`src/rtl/sdlr_pkg.sv`:
```
package sdlr_pkg;

   // Sample width is fixed by the payload format.
   localparam int SAMPLE_BITS = 16;
   // Default fraction width of the position accumulator.
   localparam int FRAC_BITS_DEFAULT = 16;
   // Width of the step ratio register and its reset value (ratio 1.0 in Q4.16).
   localparam int STEP_W = 20;
   localparam logic [STEP_W-1:0] STEP_RESET = 20'd65536;

   typedef struct packed {
      logic signed [SAMPLE_BITS-1:0] left_sample;
      logic signed [SAMPLE_BITS-1:0] right_sample;
      logic                          last_frame;
   } req_payload_type;

   typedef struct packed {
      logic signed [SAMPLE_BITS-1:0] mono_out;
      logic                          last_in_run;
   } rsp_payload_type;

   // Commands from the controller to the datapath; at most one is high in a cycle.
   typedef struct packed {
      logic load;
      logic mul;
      logic emit_interp;
      logic end_interp;
      logic emit_tail;
      logic finish;
   } dp_cmd_type;

   // Status from the datapath to the controller.
   typedef struct packed {
      logic interp_go;
      logic tail_go;
      logic out_free;
   } dp_status_type;

endpackage

```
`src/rtl/sdlr_ctrl.sv`:
```
module sdlr_ctrl
   import sdlr_pkg::*;
(
   input  logic          clock,
   input  logic          reset,
   input  logic          req_valid,
   output logic          req_stall,
   input  dp_status_type status,
   output dp_cmd_type    cmd
);

   localparam logic [1:0] S_IDLE  = 2'd0;
   localparam logic [1:0] S_CHECK = 2'd1;
   localparam logic [1:0] S_EMIT  = 2'd2;
   localparam logic [1:0] S_TAIL  = 2'd3;

   logic [1:0] state_ff;
   logic [1:0] state_in;
   logic       accept;

   assign req_stall = reset || (state_ff != S_IDLE);
   assign accept    = req_valid && !req_stall;

   always_comb begin
      state_in = state_ff;
      cmd      = '0;
      case (state_ff)
         S_IDLE: begin
            if (accept) begin
               cmd.load = 1'b1;
               state_in = S_CHECK;
            end
         end
         S_CHECK: begin
            if (status.interp_go) begin
               cmd.mul  = 1'b1;
               state_in = S_EMIT;
            end else begin
               cmd.end_interp = 1'b1;
               state_in       = S_TAIL;
            end
         end
         S_EMIT: begin
            if (status.out_free) begin
               cmd.emit_interp = 1'b1;
               state_in        = S_CHECK;
            end
         end
         S_TAIL: begin
            if (status.tail_go) begin
               if (status.out_free) begin
                  cmd.emit_tail = 1'b1;
               end
            end else begin
               cmd.finish = 1'b1;
               state_in   = S_IDLE;
            end
         end
         default: begin
            state_in = S_IDLE;
         end
      endcase
   end

   always_ff @(posedge clock) begin
      if (reset) begin
         state_ff <= S_IDLE;
      end else begin
         state_ff <= state_in;
      end
   end

`ifndef SYNTH
   a_accept_to_check: assert property (@(posedge clock) disable iff (reset)
      accept |=> (state_ff == S_CHECK))
      else $error("accepted beat did not start evaluation");

   a_emit_needs_room: assert property (@(posedge clock) disable iff (reset)
      (cmd.emit_interp || cmd.emit_tail) |-> status.out_free)
      else $error("result emitted while output register is occupied");

   a_emit_after_check: assert property (@(posedge clock) disable iff (reset)
      (state_ff == S_EMIT) |-> ($past(state_ff) == S_CHECK || $past(state_ff) == S_EMIT))
      else $error("interpolation emit entered without a product");
`endif

endmodule

```
`src/rtl/sdlr_datapath.sv`:
```
module sdlr_datapath
   import sdlr_pkg::*;
#(
   parameter int FRAC_BITS = FRAC_BITS_DEFAULT
) (
   input  logic            clock,
   input  logic            reset,
   input  dp_cmd_type      cmd,
   output dp_status_type   status,
   input  req_payload_type req_payload,
   input  logic            csr_write,
   input  logic [STEP_W-1:0] csr_data,
   input  logic            rsp_stall,
   output logic            rsp_valid,
   output rsp_payload_type rsp_payload
);

   localparam int SB = SAMPLE_BITS;
   localparam int PW = FRAC_BITS + 4;
   localparam int CW = (PW > STEP_W) ? PW : STEP_W;
   localparam int PRW = SB + FRAC_BITS + 2;
   localparam logic [PW-1:0] ONE_POS  = PW'(1) << FRAC_BITS;
   localparam logic [PW-1:0] TWO_POS  = PW'(2) << FRAC_BITS;
   localparam logic [CW-1:0] STEP_MIN = CW'(1) << (FRAC_BITS - 1);
   localparam logic [CW-1:0] STEP_MAX = CW'(12) << FRAC_BITS;

   logic [STEP_W-1:0]     step_ff, step_in;
   logic [PW-1:0]         phase_ff, phase_in;
   logic signed [SB-1:0]  held_ff, held_in;
   logic                  have_held_ff, have_held_in;
   logic signed [SB-1:0]  cur_mono_ff, cur_mono_in;
   logic                  cur_last_ff, cur_last_in;
   logic signed [PRW-1:0] prod_ff, prod_in;
   logic                  rsp_valid_ff, rsp_valid_in;
   rsp_payload_type       rsp_data_ff, rsp_data_in;

   logic [CW-1:0]         step_wide;
   logic [CW-1:0]         step_clamped;
   logic [PW-1:0]         step_used;
   logic signed [SB:0]    mono_sum;
   logic signed [SB:0]    diff;
   logic signed [FRAC_BITS:0] frac;
   logic signed [PRW-1:0] prod;
   logic signed [SB-1:0]  interp_val;
   logic [PW-1:0]         phase_next;
   logic                  more_interp;
   logic                  more_tail;

   always_comb begin
      step_wide = CW'(step_ff);
      if (step_wide < STEP_MIN) begin
         step_clamped = STEP_MIN;
      end else if (step_wide > STEP_MAX) begin
         step_clamped = STEP_MAX;
      end else begin
         step_clamped = step_wide;
      end
   end
   assign step_used = step_clamped[PW-1:0];

   // Downmix: arithmetic shift of the sum rounds toward minus infinity.
   assign mono_sum = {req_payload.left_sample[SB-1], req_payload.left_sample}
                   + {req_payload.right_sample[SB-1], req_payload.right_sample};

   // m0 + floor((m1 - m0) * f / ONE) equals the floor of the two-tap weighted sum.
   assign diff       = {cur_mono_ff[SB-1], cur_mono_ff} - {held_ff[SB-1], held_ff};
   assign frac       = {1'b0, phase_ff[FRAC_BITS-1:0]};
   assign prod       = diff * frac;
   assign interp_val = held_ff + prod_ff[FRAC_BITS+SB-1:FRAC_BITS];

   assign phase_next  = phase_ff + step_used;
   assign more_interp = (phase_next < ONE_POS) || (cur_last_ff && (phase_next < TWO_POS));
   assign more_tail   = phase_next < ONE_POS;

   assign status.interp_go = have_held_ff && (phase_ff < ONE_POS);
   assign status.tail_go   = cur_last_ff && (phase_ff < ONE_POS);
   assign status.out_free  = !rsp_valid_ff || !rsp_stall;

   always_comb begin
      step_in      = step_ff;
      phase_in     = phase_ff;
      held_in      = held_ff;
      have_held_in = have_held_ff;
      cur_mono_in  = cur_mono_ff;
      cur_last_in  = cur_last_ff;
      prod_in      = prod_ff;
      rsp_valid_in = rsp_valid_ff && rsp_stall;
      rsp_data_in  = rsp_data_ff;

      if (csr_write) begin
         step_in = csr_data;
      end
      if (cmd.load) begin
         cur_mono_in = mono_sum[SB:1];
         cur_last_in = req_payload.last_frame;
      end
      if (cmd.mul) begin
         prod_in = prod;
      end
      if (cmd.emit_interp) begin
         rsp_valid_in            = 1'b1;
         rsp_data_in.mono_out    = interp_val;
         rsp_data_in.last_in_run = !more_interp;
         phase_in                = phase_next;
      end
      if (cmd.end_interp && have_held_ff) begin
         phase_in = phase_ff - ONE_POS;
      end
      if (cmd.emit_tail) begin
         rsp_valid_in            = 1'b1;
         rsp_data_in.mono_out    = cur_mono_ff;
         rsp_data_in.last_in_run = !more_tail;
         phase_in                = phase_next;
      end
      if (cmd.finish) begin
         if (cur_last_ff) begin
            phase_in     = '0;
            held_in      = '0;
            have_held_in = 1'b0;
         end else begin
            held_in      = cur_mono_ff;
            have_held_in = 1'b1;
         end
      end
   end

   always_ff @(posedge clock) begin
      if (reset) begin
         step_ff      <= STEP_RESET;
         phase_ff     <= '0;
         held_ff      <= '0;
         have_held_ff <= 1'b0;
         rsp_valid_ff <= 1'b0;
      end else begin
         step_ff      <= step_in;
         phase_ff     <= phase_in;
         held_ff      <= held_in;
         have_held_ff <= have_held_in;
         rsp_valid_ff <= rsp_valid_in;
      end
   end

   always_ff @(posedge clock) begin
      cur_mono_ff <= cur_mono_in;
      cur_last_ff <= cur_last_in;
      prod_ff     <= prod_in;
      rsp_data_ff <= rsp_data_in;
   end

   assign rsp_valid   = rsp_valid_ff;
   assign rsp_payload = rsp_data_ff;

endmodule

```
`src/rtl/stereo_downmix_linear_resampler_core.sv`:
```
// Stereo downmix and linear-interpolation resampler.
// The req channel takes one stereo frame per beat (left, right, last-of-stream
// flag); a beat is taken when req_valid is high and req_stall is low. Each frame
// is averaged to mono and gives zero to two interpolated outputs on the rsp
// channel, plus up to two end-of-stream repeats on the last frame; the final
// output of each frame is flagged by last_in_run. The csr channel writes the
// Q4.16 step ratio (source rate over target rate) when csr_valid and csr_ready
// are both high; write it only between streams or while no frame is in flight.
// Values outside 0.5 to 12.0 are saturated. Frames are processed one at a
// time. Each frame is loaded; each interpolated output then passes through
// the single multiplier and then loads the output register, while each
// end-of-stream repeat loads the output register directly; a final step
// retires the frame.
// The output register holds a result while rsp_stall is high; the sequencer
// waits on it, and req_stall stays high until the frame is finished.
// Reset is synchronous: it empties the output register, restores the ratio to
// 1.0 and clears the held frame and phase, so the next frame starts a stream.
module stereo_downmix_linear_resampler_core
   import sdlr_pkg::*;
#(
   parameter int FRAC_BITS = FRAC_BITS_DEFAULT
) (
   input  logic              clock,
   input  logic              reset,
   input  logic              req_valid,
   output logic              req_stall,
   input  req_payload_type   req_payload,
   output logic              rsp_valid,
   input  logic              rsp_stall,
   output rsp_payload_type   rsp_payload,
   input  logic              csr_valid,
   output logic              csr_ready,
   input  logic [STEP_W-1:0] csr_data
);

   dp_cmd_type    cmd;
   dp_status_type status;
   logic          csr_write;

   // The ratio register accepts a write in any cycle outside reset.
   assign csr_ready = !reset;
   assign csr_write = csr_valid && csr_ready;

   // The sequencer owns the input handshake and issues at most one command per cycle.
   sdlr_ctrl u_ctrl (
      .clock     (clock),
      .reset     (reset),
      .req_valid (req_valid),
      .req_stall (req_stall),
      .status    (status),
      .cmd       (cmd)
   );

   // The datapath holds the phase, the held frame, the multiplier and the
   // output register.
   sdlr_datapath #(
      .FRAC_BITS (FRAC_BITS)
   ) u_datapath (
      .clock       (clock),
      .reset       (reset),
      .cmd         (cmd),
      .status      (status),
      .req_payload (req_payload),
      .csr_write   (csr_write),
      .csr_data    (csr_data),
      .rsp_stall   (rsp_stall),
      .rsp_valid   (rsp_valid),
      .rsp_payload (rsp_payload)
   );

endmodule
```
`config.mk`:
```
export PLATFORM = sky130hd
export DESIGN_NAME = stereo_downmix_linear_resampler_core
export DESIGN_NICKNAME = d
export VERILOG_FILES = /design/src/rtl/sdlr_pkg.sv /design/src/rtl/sdlr_ctrl.sv /design/src/rtl/sdlr_datapath.sv /design/src/rtl/stereo_downmix_linear_resampler_core.sv
export SDC_FILE = /design/constraint.sdc
export NUM_CORES = 1
export LEC_CHECK = 0
export CORE_MARGIN = 8
export CORE_UTILIZATION = 45
export DETAILED_ROUTE_END_ITERATION = 6
export DONT_BUFFER_PORTS = 1
export GPL_TIMING_DRIVEN = 1
export PLACE_DENSITY = 0.68
export SYNTH_ARGS = -nofsm -noshare
export SYNTH_HDL_FRONTEND = slang
export SYNTH_HIERARCHICAL = 1
export SYNTH_SLANG_ARGS = --single-unit
export TNS_END_PERCENT = 100
```
`constraint.sdc`:
```
create_clock -name clock -period 7.4 [get_ports clock]
set_clock_uncertainty 0.1 [all_clocks]
set_input_delay 1.48 -clock clock [delete_from_list [all_inputs] [get_ports clock]]
set_output_delay 1.48 -clock clock [all_outputs]
set_load 0.005 [all_outputs]
```
Word level (Yosys, flattened, before mapping)

Index checks and enable logic that the tools add are counted.

Bitwise logic cells: 0
Multipliers: 1
Shifts and indexed selects: 0
Multiplexer cells: 29
Eq/ne operators: 6
Divide/modulo/power cells: 0
Magnitude comparators: 5
$add $sub $neg: 5
Reduce and logical (&&, ||, !) cells: 20

Operator list:

| cell                                                                    | count |
|---|---|
| 20-bit 2-to-1 mux                                                       | 7 |
| 20-bit by 17-bit < comparator with 1-bit output (second input constant) | 2 |
| 17-bit 2-to-1 mux                                                       | 2 |
| 17-bit by 17-bit multiplier with 32-bit output                          | 1 |
| 20-bit adder                                                            | 1 |
| 20-bit > comparator (second input constant)                             | 1 |
| 20-bit by 16-bit < comparator with 1-bit output (second input constant) | 1 |
| 20-bit by 18-bit < comparator with 1-bit output (second input constant) | 1 |
| 20-bit by 17-bit subtractor with 20-bit output (second input constant)  | 1 |
| 16-bit by 16-bit adder with 17-bit output                               | 1 |
| 16-bit by 16-bit subtractor with 17-bit output                          | 1 |
| 16-bit adder                                                            | 1 |
| 16-bit 2-to-1 mux                                                       | 1 |
| 1-bit 2-to-1 mux                                                        | 14 |
| 2-bit 2-to-1 mux                                                        | 4 |
| 2-bit case mux with 4 select lines                                      | 1 |
| 1-bit logical AND                                                       | 7 |
| 1-bit zero test                                                         | 6 |
| 2-bit equality test (second input constant)                             | 2 |
| 2-bit inequality test (second input constant)                           | 2 |
| 2-bit nonzero test                                                      | 2 |
| 1-bit logical OR                                                        | 3 |
| 3-bit AND reduction                                                     | 1 |
| 2-bit by 1-bit equality test with 1-bit output (second input constant)  | 1 |
| other kinds (2)                                                         | 2 |

RAM bits: 0
Output and inout bits: 20
Latch bits: 0
Memory bits (read-only): 0
Bits in registers: 126
Memories: 0
Logic and storage cells: 77
Bits of input ports: 58

Longest topological paths before layout

Gate-level depths: netlist (run 1).

Depth after elaboration: 10
Depth in mapped cells: 34
Gate-level depth less buffers: 33

By module

The synthesis (run 1) kept the hierarchy.

Modules (own cells, without submodules):

| module                               | cells an instance | area each (µm²) | times used | seq. area each (µm²) |
|---|---|---|---|---|
| sdlr_datapath                        | 1987              | 17468.0         | 1          | 2662.6 |
| sdlr_ctrl                            | 21                | 137.6           | 1          | 40.0 |
| stereo_downmix_linear_resampler_core | 2                 | 10.0            | 1          | 0.0 |

Worst setup path before layout (run 1)

No wires, ideal clock.

Kind: reg2reg
From: register u_datapath.cur_mono_ff[0]
To: register u_datapath.prod_ff[29] (data pin)
Setup time: 0.260 ns
Setup slack: -0.753 ns
Period minus slack after synthesis: 8.153 ns
Stages on the path, launching flop included: 33
Data arrival time: 7.793 ns
Required time: 7.040 ns
Path buffers: 1
Path through: edfxtp_1 -> inv_1 -> ha_1 -> fa_1 -> nor2b_1 -> o31a_1 -> o21ai_1 -> a21oi_1 -> a41oi_1 -> a2111oi_2 -> a21oi_1 -> buf_2 -> nand2_1 -> inv_1 -> fa_1 -> inv_1 -> fa_1 -> inv_1 -> fa_1 -> fa_1 -> fa_1 -> inv_1 -> fa_1 -> inv_1 -> ha_1 -> a21o_1 -> a21o_1 -> a21oi_1 -> o21ai_0 -> a41oi_1 -> a21oi_1 -> or2_2 -> xor2_1

Longest elaborated chain between the ends: 2

RTL lines:

| item                                           | line                 | RTL |
|---|---|---|
| start: declaration                             | sdlr_datapath.sv:31  | `logic signed [SB-1:0] cur_mono_ff, cur_mono_in;` |
| start signal: assignment                       | sdlr_datapath.sv:144 | `cur_mono_ff <= cur_mono_in;` |
| 16-bit by 16-bit subtractor with 17-bit output | sdlr_datapath.sv:66  | `assign diff = {cur_mono_ff[SB-1], cur_mono_ff} - {held_ff[SB-1], held_ff};` |
| 17-bit by 17-bit multiplier with 32-bit output | sdlr_datapath.sv:68  | `assign prod = diff * frac;` |
| named net u_datapath.prod[29]                  | sdlr_datapath.sv:43  | `logic signed [PRW-1:0] prod;` |
| end signal: assignment                         | sdlr_datapath.sv:146 | `prod_ff <= prod_in;` |
| end: declaration                               | sdlr_datapath.sv:33  | `logic signed [PRW-1:0] prod_ff, prod_in;` |

The timed path passes the listed nets, and every way through them passes these cells.
A chain may end at the register's enable or synchronous reset.

Final worst setup path (run 1)

From: register u_datapath.cur_mono_ff[0]
To: register u_datapath.prod_ff[31] (data pin)

The elaborated chain is that of the path after synthesis.

==> results of run 1 <==
[area by class of cell]
class	count	area, sq um	area share
clock buffers	9	225	0.0112
clock inverters	7	86.3	0.00430
inverters	378	1420	0.0706
multi-input cells	1432	13600	0.676
flip-flops and latches	110	2700	0.134
well taps	518	648	0.0323
repair buffers	188	1430	0.0712
[worst max-delay path: cells and delay by family, from the launching register on]
family,cells,cell delay (ns)
AOI/OAI and AO/OA,11,2.21
xor gates and xnor gates,1,0.14
adders and majority gates,9,3.74
buffers and inverters,5,0.26
DFF,1,0.37
and+or+nand+nor,6,0.85
[registers in the layout (all words and copies together), names as in the netlist, 2 cells and up]
register / count
u_datapath/phase_ff: 20
u_ctrl/state_ff: 2
u_datapath/step_ff: 20
u_datapath/rsp_payload: 17
u_datapath/prod_ff: 16
u_datapath/cur_mono_ff: 16
u_datapath/held_ff: 16
[synthesized netlist by cell type, drive strengths merged, types with 3 or more instances]
cell | n | share of area
inv | 377 | 0.080
fa | 263 | 0.30
nand2 | 238 | 0.051
ha | 149 | 0.11
and2 | 124 | 0.044
nor2 | 102 | 0.022
clkbuf | 84 | 0.018
a21oi | 70 | 0.020
dfxtp | 60 | 0.068
xnor2 | 57 | 0.028
nor2b | 51 | 0.018
edfxtp | 50 | 0.085
o21ai | 39 | 0.011
xor2 | 30 | 0.015
nor3 | 25 | 0.0071
a21o | 21 | 0.0089
mux2i | 21 | 0.012
nand2b | 20 | 0.0071
nand3b | 20 | 0.0085
o21a | 19 | 0.0081
a211oi | 16 | 0.0068
nand3 | 16 | 0.0045
nor4b | 15 | 0.0075
o221ai | 15 | 0.0075
o22ai | 15 | 0.0053
a211o | 10 | 0.0050
nor4 | 8 | 0.0028
a21boi | 7 | 0.0030
a31o | 6 | 0.0030
a31oi | 6 | 0.0025
and3 | 6 | 0.0021
buf | 6 | 0.0015
a2111oi | 5 | 0.0039
o211ai | 5 | 0.0021
or2 | 5 | 0.0018
or3 | 5 | 0.0018
a311oi | 4 | 0.0020
a41oi | 4 | 0.0020
o31ai | 4 | 0.0020
a2bb2oi | 3 | 0.0015
nor3b | 3 | 0.0013
o2111ai | 3 | 0.0015
or4 | 3 | 0.0013
[stage by stage]
step | power, mW | std cells | worst slack [ns]
after CTS | 2.02 | 2634 | -0.475
after global placement | 1.45 | 2605 | -0.513
after global routing | 2.14 | 2642 | -0.875
after floorplan | 1.20 | 2010 | -0.146
final | 2.01 | 2642 | -0.545
after detailed placement | 1.47 | 2605 | -0.629
[routing by layer]
metal / part of all wire / GRT usage / up-vias
met4: 0.025 / 0.0544 / 0
li1: - / - / 6598
met1: 0.41 / 0.238 / 6960
met5: 0 / 0 / -
met3: 0.045 / 0.0257 / 78
met2: 0.52 / 0.362 / 293
[what timing repair did]
item	4_1_cts	5_1_grt
hold endpoints to repair	0	0
resized for setup	40	23
endpoints found under the setup margin	13	16
pin swaps	34	15
setup buffers	15	8
[kinds of logic after synthesis]
kind of cell / count (synthesis) / share of synthesized area
adders and majority gates: 412 / 0.405
and+or+nand+nor: 650 / 0.185
muxes: 22 / 0.0126
xor gates and xnor gates: 87 / 0.0433
AOI/OAI and AO/OA: 261 / 0.101
buffers and inverters: 468 / 0.0999
DFF: 110 / 0.153
[path summary, 6_finish.rpt]
check / to / startpoint / cells after the start
worst min-delay path: u_datapath/held_ff[15] / u_datapath/held_ff[15] / 2
worst max register to register: u_datapath/prod_ff[31] / u_datapath/cur_mono_ff[0] / 32
worst min register to register: u_datapath/held_ff[15] / u_datapath/held_ff[15] / 2
worst max-delay path: u_datapath/prod_ff[31] / u_datapath/cur_mono_ff[0] / 32
[power breakdown]
group / internal (mW) / switching, mW / total [mW]
sequential: 0.673 / 0.0335 / 0.707
combinational: 0.354 / 0.438 / 0.792
clock: 0.244 / 0.269 / 0.514
total: 1.27 / 0.741 / 2.01
==> run summary, run 1 <==
The run finished, with violations left. The checks that failed: setup timing. The synthesized netlist occupies a cell area of 0.0176 sq mm. The number of different library cells used by synthesis comes to 68. Row generation in the floorplan step produced 72 rows. The initial antenna violation count is 0. Pin count of the biggest net entering global routing: 44.

The path class of the tightest hold or removal check is reg -> reg. The logs give 0.0000950 V for the largest voltage drop on the vdd net and 14708 for the number of global-route vias before repair. The first routing iteration left 787 violations. The number of clock buffers added by TritonCTS is 9. In the final routed layout, each cell accounts on average for 16.6 microns. The run gives 0.197 as the global-route total usage across every layer. The commonest register cell after synthesis is sky130_fd_sc_hd__dfxtp_1. The first detailed-routing pass ran for 7 iterations.

In this run the count of I/O pins placed on the die edge is 78. The run gives 0.126 GHz as the highest attainable clock frequency. For the arrival time at the worst endpoint, the log shows 7.96 ns.

Counting flops and latches in the post-synthesis netlist gives 110. The net total in the final layout was 2589. For the smallest hold slack, the log shows 0.410 ns. The max-slew violation count was 0. Counting the fill cells in the layout gives 3499. For the net count of the mapped netlist, the log shows 2480. The number of cells produced by synthesis was 2010. The cell that appears most often on the critical path is sky130_fd_sc_hd__fa_1.

The starting utilization of the core area was 0.456. The run gives 0.0457 sq mm as the die area. The top fanout value on the critical path was 6. The die is 214 microns tall.

The time the final worst path needs with I/O delays and setup is 7.94 ns, and the sum of routed wire length over all layers is 43800 microns. The tools report the tightest slew margin relative to the limit as 0.183. The run gives 0 as the cts-stage hold buffer count. In the layout the commonest cells are 364 x sky130_fd_sc_hd__inv_1, 257 x sky130_fd_sc_hd__fa_1, 236 x sky130_fd_sc_hd__nand2_1.

The number of vias per cell after detailed routing is 5.27. For the HPWL after detailed placement, the log shows 35900 microns. Critical path's slowest cell: sky130_fd_sc_hd__fa_1.

A synthesized cell averages 8.76 sq um. In this run the horizontal extent of the chip is 214 microns. The congestion estimate from routability-driven global placement came to 0.879. CTS placed an instance of sky130_fd_sc_hd__clkbuf_16 at the clock tree root. The antenna diode count is 0.

In the routed design, unresolved DRC markers number 0. The worst setup path is captured at a flip-flop. The first-pass GRT wire length was 72600 microns. The tool flagged a number of max-cap violations equal to 0. The ratio of cells with drive above 1 in the final layout works out to 0.141. The count of antenna-violating nets left after detailed routing is 0, and the register-to-register setup slack is -0.54 ns. The most common cell after layout, fill and taps aside is sky130_fd_sc_hd__inv_1. Power spread over the standard cell area amounts to 100 mW/mm^2. The count of buffers added on input and output ports is 0. The clock passes through at most 2 buffers.

For the worst-skew pair, the clock arrives at the later sink with an insertion delay of 0.37 ns. The logs give 0.0201 sq mm for the area of all placed cells without fillers and 6 for the Yosys warning count. At the worst endpoint, the required time is 7.42 ns. The final design utilization is 0.520, and the TritonCTS sink count is 110. The via count is 13929. The setup slack of the critical path after layout is -0.545 ns. Compared with the post-synthesis result, the final layout area differs by 14.1%. The cell area after placement was 0.0194 sq mm. The share of the cycle needed by the critical path after routing works out to 1.07. The total overflow reported by the global router was 0; the total of endpoints with negative setup slack in the final report was 13.

The tools report the sequential element share of the synthesized area as 0.153. STA classifies the critical path startpoint as a flip-flop. The slew at the pin closest to its max-slew limit works out to 1.22 ns.

The synthesized design contains 50 enable-type register cells. Clock-pin transition on the worst setup and hold timing paths: 0.09 ns. The share of flip-flops with an asynchronous set or reset after synthesis was 0.

The run gives 0.0386 sq mm as the area inside the core boundary. The largest single stage delay on the critical path is 0.53 ns. The critical path is of the reg -> reg type. In this run the static leakage power is 9.63 nW.

For the total count of hold-check failures in the final report, the log shows 0. For the final routed database, the setup TNS stands at -4.80 ns. Setup repair after global routing could not meet its margin everywhere. TritonCTS built the clock tree.

For the H-tree depth reported by CTS, the log shows 3.
No activity file was read; power rests on OpenSTA's default activity.
==> run 2: changes to the inputs <==
--- a/config.mk
+++ b/config.mk
@@ -12,4 +12,5 @@
 export GPL_TIMING_DRIVEN = 1
 export PLACE_DENSITY = 0.68
+export SKIP_CTS_REPAIR_TIMING = 1
 export SYNTH_ARGS = -nofsm -noshare
 export SYNTH_HDL_FRONTEND = slang
--- a/constraint.sdc
+++ b/constraint.sdc
@@ -3,3 +3,3 @@
 set_input_delay 1.48 -clock clock [delete_from_list [all_inputs] [get_ports clock]]
 set_output_delay 1.48 -clock clock [all_outputs]
-set_load 0.005 [all_outputs]
+set_load 0.02 [all_outputs]
==> run summary, run 2 (synthesized netlist as in run 1, its figures left out) <==
Height of the die: 214 microns (unchanged). The tools report the total count of hold-check failures in the final report as 0 (unchanged). The logs give 5 (-2) for the count of TritonRoute iterations in the first routing pass and 2576 (-0.50%) for the net total in the final layout.

In the layout the commonest cells are 372 x sky130_fd_sc_hd__inv_1, 257 x sky130_fd_sc_hd__fa_1, 237 x sky130_fd_sc_hd__nand2_1. The run gives 13885 (-0.32%) as the via count. The logs give 3 (unchanged) for the H-tree depth reported by CTS and 78 (unchanged) for the top-level port count.

The tightest slew margin relative to the limit is 0.184 (about the same), and the routed length per instance is 16.6 microns (about the same). Max-slew violation count: 0 (unchanged). The later-pin clock latency in the skew report is 0.37 ns (about the same), and the maximum single-stage delay on the critical path is 0.57 ns (+0.04 ns). The width of the chip was 214 microns (unchanged); the HPWL after detailed placement was 35900 microns (unchanged). The cell area after placement is 0.0194 sq mm (unchanged), and the max-cap violation count is 0 (unchanged). The total CTS buffers is 9 (unchanged). The logs give 0.357 (+0.006) for the proportion of power drawn by flip-flops and latches and -0.490 ns (+0.0547 ns) for the setup slack of the critical path after layout. The tools report the startpoint of the most critical hold path as u_datapath/held_ff[15].

The highest attainable clock frequency was 0.127 GHz (+0.69%). The tree is rooted in a sky130_fd_sc_hd__clkbuf_16. TritonCTS built the clock tree. The power per unit of standard cell area was 100 mW/mm^2 (+0.14%); the share of power burned in the clock network was 0.257 (+0.002). The run gives 0.386 (-0.008) as the fraction of power consumed by combinational cells. The final reports fail on setup timing.

For the DRC marker count from the first detailed-route iteration, the log shows 785 (-0.25%). For the total overflow reported by the global router, the log shows 0 (unchanged). TritonCTS sink count: 110 (unchanged).

The total power consumption of the routed design was 2.00 mW (-0.68%); the count of antenna-violating nets left after detailed routing was 0 (unchanged). Category of the critical setup timing path: reg -> reg. The tools report the startpoint of the worst register-to-register path as u_datapath/cur_mono_ff[1]. Counting stages on the worst path, the most repeated cell is sky130_fd_sc_hd__fa_1. Arrival time at the worst endpoint: 7.91 ns (-0.05 ns). The run gives 2 (unchanged) as the clock tree buffer depth. The run gives 0 (unchanged) as the number of design rule violations left after detail routing.

The slew at the pin closest to its max-slew limit is 1.22 ns (-0.000203 ns), and the ratio of cells with drive above 1 in the final layout is 0.126 (-0.0148). The worst setup slack before clock tree synthesis was -0.629 ns (unchanged). Area inside the core boundary: 0.0386 sq mm (unchanged). The first-pass GRT wire length was 72000 microns (-0.85%).

The number of vias per cell after detailed routing was 5.28 (+0.18%); the total net switching power was 739 uW (-0.16%). The run gives 44 (unchanged) as the pin count of the biggest net entering global routing. Setup repair after global routing could not meet its margin everywhere.

The logs give 0.0000960 V (+1.1%) for the largest voltage drop on the vdd net and 12 (-1) for the total of endpoints with negative setup slack in the final report. The sort of element at the start of the critical path was a flip-flop. The area of all placed cells without fillers is 0.0199 sq mm (-0.82%).

The area added between synthesis and finish is 13.1%. The leakage power is 9.55 nW (-0.88%), and the data required time at the worst endpoint is 7.42 ns (about the same). The path class of the tightest hold or removal check is reg -> reg.

The number of rows in the core area came out at 72 (unchanged). Most common cell after layout, fill and taps aside: sky130_fd_sc_hd__inv_1. The sum of routed wire length over all layers was 43600 microns (-0.41%); the global placement routability congestion was 0.879 (unchanged). The logs give 14618 (-0.61%) for the number of global-route vias before repair and 3519 (+0.57%) for the number of fill cells. The switching portion of total power was 0.370 (+0.00193); the starting utilization of the core area was 0.456 (unchanged).

The run finished, with violations left. STA classifies the critical path endpoint as a flip-flop. The run gives 0 (unchanged) as the initial antenna violation count. The time the final worst path needs with I/O delays and setup was 7.89 ns (-0.0547 ns); the global-route total usage across every layer was 0.195 (-0.00150). The run gives 1.26 mW (-0.98%) as the total internal power. The clock-pin transition on the worst setup and hold timing paths works out to 0.09 ns (about the same). The share of the cycle needed by the critical path after routing works out to 1.07 (-0.00740). The register-to-register setup slack is -0.49 ns (+0.05 ns). Critical path's slowest cell: sky130_fd_sc_hd__or4_1. For the die area, the log shows 0.0457 sq mm (unchanged). The port buffer count is 0 (unchanged), and the top fanout value on the critical path is 7 (+1). In this run the worst setup path begins at u_datapath/cur_mono_ff[1]. Antenna diode count: 0 (unchanged).
run 2: cell types whose count changed in the layout (fill, tap and decap cells not counted), sizes merged:
cell	before	now
buf	188	175
run 2: stage by stage:
step	util	std cells	hold WS [ns]	setup TNS (ns)
2_1_floorplan	-	2010	0.366	-0.365
3_3_place_gp	0.502	2605	0.389	-3.00
3_5_place_dp	0.502	2605	0.395	-4.03
4_1_cts	0.510	2621	0.411	-4.48
5_1_grt	0.516	2629	0.432	-8.20
6_report	0.516	2629	0.408	-2.96
run 2: final timing paths:
| kind | cells after the start | end |
|---|---|---|
| setup / recovery | 29 | u_datapath/prod_ff[29] |
| hold / removal | 2 | u_datapath/held_ff[15] |
| setup reg to reg | 29 | u_datapath/prod_ff[29] |
| hold reg to reg | 2 | u_datapath/held_ff[15] |
run 2: final cells by class:
class,count,area (sq um),area share
clock inverters,7,86.3,0.00433
multi-input cells,1432,13500,0.678
clock buffers,9,225,0.0113
well taps,518,648,0.0325
flip-flops and latches,110,2700,0.136
repair buffers,175,1330,0.0669
inverters,378,1420,0.0712
run 2: power groups by stage:
stage	logic [mW]	registers (mW)	clock network [mW]
floorplan	0.501	0.708	0
global placement	0.731	0.726	0
detailed placement	0.750	0.727	0
CTS	0.755	0.713	0.533
global route	0.860	0.716	0.551
finish	0.772	0.713	0.514
run 2: per-layer routing:
metal / vias up / track usage / wire (microns)
met5: - / 0 / 0
met4: 0 / 0.0527 / 938
met3: 65 / 0.0244 / 1920
met2: 311 / 0.361 / 22900
met1: 6944 / 0.237 / 17800
li1: 6565 / - / -
run 2: worst max-delay path: cells and delay by family (launching register included):
kind	cells	cell delay, ns
AO/OA/AOI/OAI	11	1.91
XOR/XNOR	2	0.34
adder cells (fa/ha/maj)	8	3.46
buffers and inverters	4	0.31
flip-flops	1	0.42
AND/OR/NAND/NOR	4	1.10
==> run 3: changes to the inputs <==
CORE_UTILIZATION = 55   (was 45)
PLACE_DENSITY = 0.76   (was 0.68)
clock period = 7.9 ns   (was 7.4 ns; I/O delays follow)
==> run summary, run 3 (synthesized netlist as in run 1, its figures left out) <==
Number of global-route vias before repair: 14237 (-2.6%). The pin count of the biggest net entering global routing is 44 (unchanged). The via count was 13873 (-0.086%); the fraction of power consumed by combinational cells was 0.379 (-0.007). The setup slack of the critical path after layout was -0.181 ns (+0.309 ns). Worst setup slack before clock tree synthesis: -0.563 ns (+0.0663 ns).

STA classifies the critical path endpoint as a flip-flop. Slew at the pin closest to its max-slew limit: 1.34 ns (+0.120 ns). The count of antenna-violating nets left after detailed routing came out at 0 (unchanged). The max-cap violation count was 0 (unchanged); the top fanout value on the critical path was 6 (-1). The H-tree depth reported by CTS was 3 (unchanged).

The time the final worst path needs with I/O delays and setup came out at 8.08 ns (+0.191 ns). The count of TritonRoute iterations in the first routing pass is 5 (unchanged), and the global-route total usage across every layer is 0.224 (+0.0291). Starting utilization of the core area: 0.558 (+0.102).

The height of the die is 195 microns (-8.8%), and the port buffer count is 0 (unchanged). For the number of fill cells, the log shows 2613 (-26%). The tools report the total of endpoints with negative setup slack in the final report as 7 (-5). Category of the critical setup timing path: reg -> reg. Setup repair after global routing could not meet its margin everywhere. The TritonCTS sink count is 110 (unchanged), and the share of power burned in the clock network is 0.258 (about the same).

The total count of hold-check failures in the final report was 0 (unchanged); the arrival time at the worst endpoint was 8.08 ns (+0.17 ns). In this run the clock root is driven by a sky130_fd_sc_hd__clkbuf_16. The max-slew violation count was 0 (unchanged). For the area inside the core boundary, the log shows 0.0316 sq mm (-18%). The ratio of cells with drive above 1 in the final layout is 0.102 (-0.0249), and the largest voltage drop on the vdd net is 0.000104 V (+8.6%). The total CTS buffers was 9 (unchanged); the later-pin clock latency in the skew report was 0.36 ns (about the same). For the total internal power, the log shows 1.16 mW (-8.0%). The top cell types in the final layout, fill and taps aside, are 369 x sky130_fd_sc_hd__inv_1, 257 x sky130_fd_sc_hd__fa_1, 238 x sky130_fd_sc_hd__nand2_1. The clock-pin transition on the worst setup and hold timing paths was 0.08 ns (about the same); the cell area after placement was 0.0187 sq mm (-3.4%). The run gives 0.0134 sq mm (-0.54%) as the multi-input logic area. The highest attainable clock frequency is 0.124 GHz (-2.4%).

The area added between synthesis and finish is 9.87%. The first-pass GRT wire length was 70000 microns (-2.8%); the switching portion of total power was 0.370 (+0.000504). The share of the cycle needed by the critical path after routing is 1.02 (-0.0433). The flow ran to the end, but the final reports show violations. The tools report the sort of element at the start of the critical path as a flip-flop. The tightest min-delay check is of the reg -> reg type.

The tools report the tightest slew margin relative to the limit as 0.107 (-0.0762). The number of vias per cell after detailed routing is 5.64 (+6.8%), and the global placement routability congestion is 0.906 (+3.1%). The initial antenna violation count was 0 (unchanged). On the critical path, the stage with the largest delay is an instance of sky130_fd_sc_hd__fa_1.

The logs give 34500 microns (-3.9%) for the HPWL after detailed placement and 43000 microns (-1.5%) for the sum of routed wire length over all layers. The smallest hold slack was 0.403 ns (-0.00493 ns); the net total in the final layout was 2523 (-2.1%). The routed length per instance is 17.5 microns (+5.3%). Most common cell after layout, fill and taps aside: sky130_fd_sc_hd__inv_1. DRC marker count from the first detailed-route iteration: 745 (-5.1%).

The cell occurring most often along the worst timing path was sky130_fd_sc_hd__fa_1. The final reports fail on setup timing. The tools report the register area as 0.00270 sq mm (about the same). Die area: 0.0380 sq mm (-17%). The maximum single-stage delay on the critical path was 0.55 ns (-0.02 ns); the area of all placed cells without fillers was 0.0194 sq mm (-2.9%).

The data required time at the worst endpoint is 7.90 ns (+0.48 ns). The tools report the number of design rule violations left after detail routing as 0 (unchanged). Width of the chip: 195 microns (-8.8%). The logs give 78 (unchanged) for the top-level port count and 0 (unchanged) for the antenna diode count. The tools report the total overflow reported by the global router as 0 (unchanged). TritonCTS built the clock tree. The number of rows in the core area is 65 (-9.7%). The power per unit of standard cell area was 95.1 mW/mm^2 (-5.1%); the clock tree buffer depth was 2 (unchanged). The total net switching power was 682 uW (-7.8%). The logs give 0.363 (+0.006) for the proportion of power drawn by flip-flops and latches and 9.33 nW (-2.3%) for the leakage power.
[run 3: cell count changes in the layout (fill, tap and decap cells not counted), moves of 3 or more]
cell	previous run	this run
sky130_fd_sc_hd__inv_1	372	369
sky130_fd_sc_hd__buf_4	172	115
sky130_fd_sc_hd__ha_4	9	4
sky130_fd_sc_hd__inv_2	5	8
sky130_fd_sc_hd__ha_1	140	145
[run 3: worst paths after layout]
kind	from	end	slack, ns	cells after the start
worst max register to register	u_datapath/cur_mono_ff[0]	u_datapath/prod_ff[27]	-0.18	35
worst min register to register	u_datapath/held_ff[15]	u_datapath/held_ff[15]	0.40	2
worst max-delay path	u_datapath/cur_mono_ff[0]	u_datapath/prod_ff[27]	-0.18	35
worst min-delay path	u_datapath/held_ff[15]	u_datapath/held_ff[15]	0.40	2
[run 3: metal layers]
metal / vias to the layer above / GRT usage / wire length, microns
li1: 6462 / - / -
met1: 6863 / 0.269 / 17400
met4: 0 / 0.0859 / 1490
met5: - / 0 / 0
met3: 108 / 0.0356 / 2370
met2: 440 / 0.400 / 21700
[run 3: cell type report]
type / instances / share of cell area
clock buffers: 9 / 0.0116
flip-flops and latches: 110 / 0.140
repair buffers: 122 / 0.0500
well taps: 402 / 0.0260
clock inverters: 7 / 0.00472
multi-input cells: 1432 / 0.695
inverters: 378 / 0.0733
[run 3: worst max-delay path: cells and delay by family, from the launching register on]
kind	cells	cell delay, ns
buffers and inverters	9	0.83
adders and majority gates	9	3.57
DFF	1	0.37
AOI/OAI and AO/OA	9	1.65
and+or+nand+nor	7	1.13
xor gates and xnor gates	1	0.15
[run 3: per-stage QoR]
stage / cells / total power, mW / TNS [ns] / utilization
detailed placement: 2434 / 1.34 / -3.45 / 0.593
global placement: 2434 / 1.32 / -0.900 / 0.593
CTS: 2450 / 1.82 / -3.70 / 0.603
finish: 2460 / 1.84 / -0.683 / 0.613
global route: 2460 / 1.95 / -3.21 / 0.613
floorplan: 2010 / 1.12 / 0 / -
[run 3: power by group through the flow]
stage               clock network (mW)  logic (mW)  registers, mW
floorplan                            0       0.453          0.663
CTS                              0.483       0.666          0.669
global placement                     0       0.638          0.681
global route                     0.504       0.772          0.672
finish                           0.474       0.698          0.669
detailed placement                   0       0.663          0.682
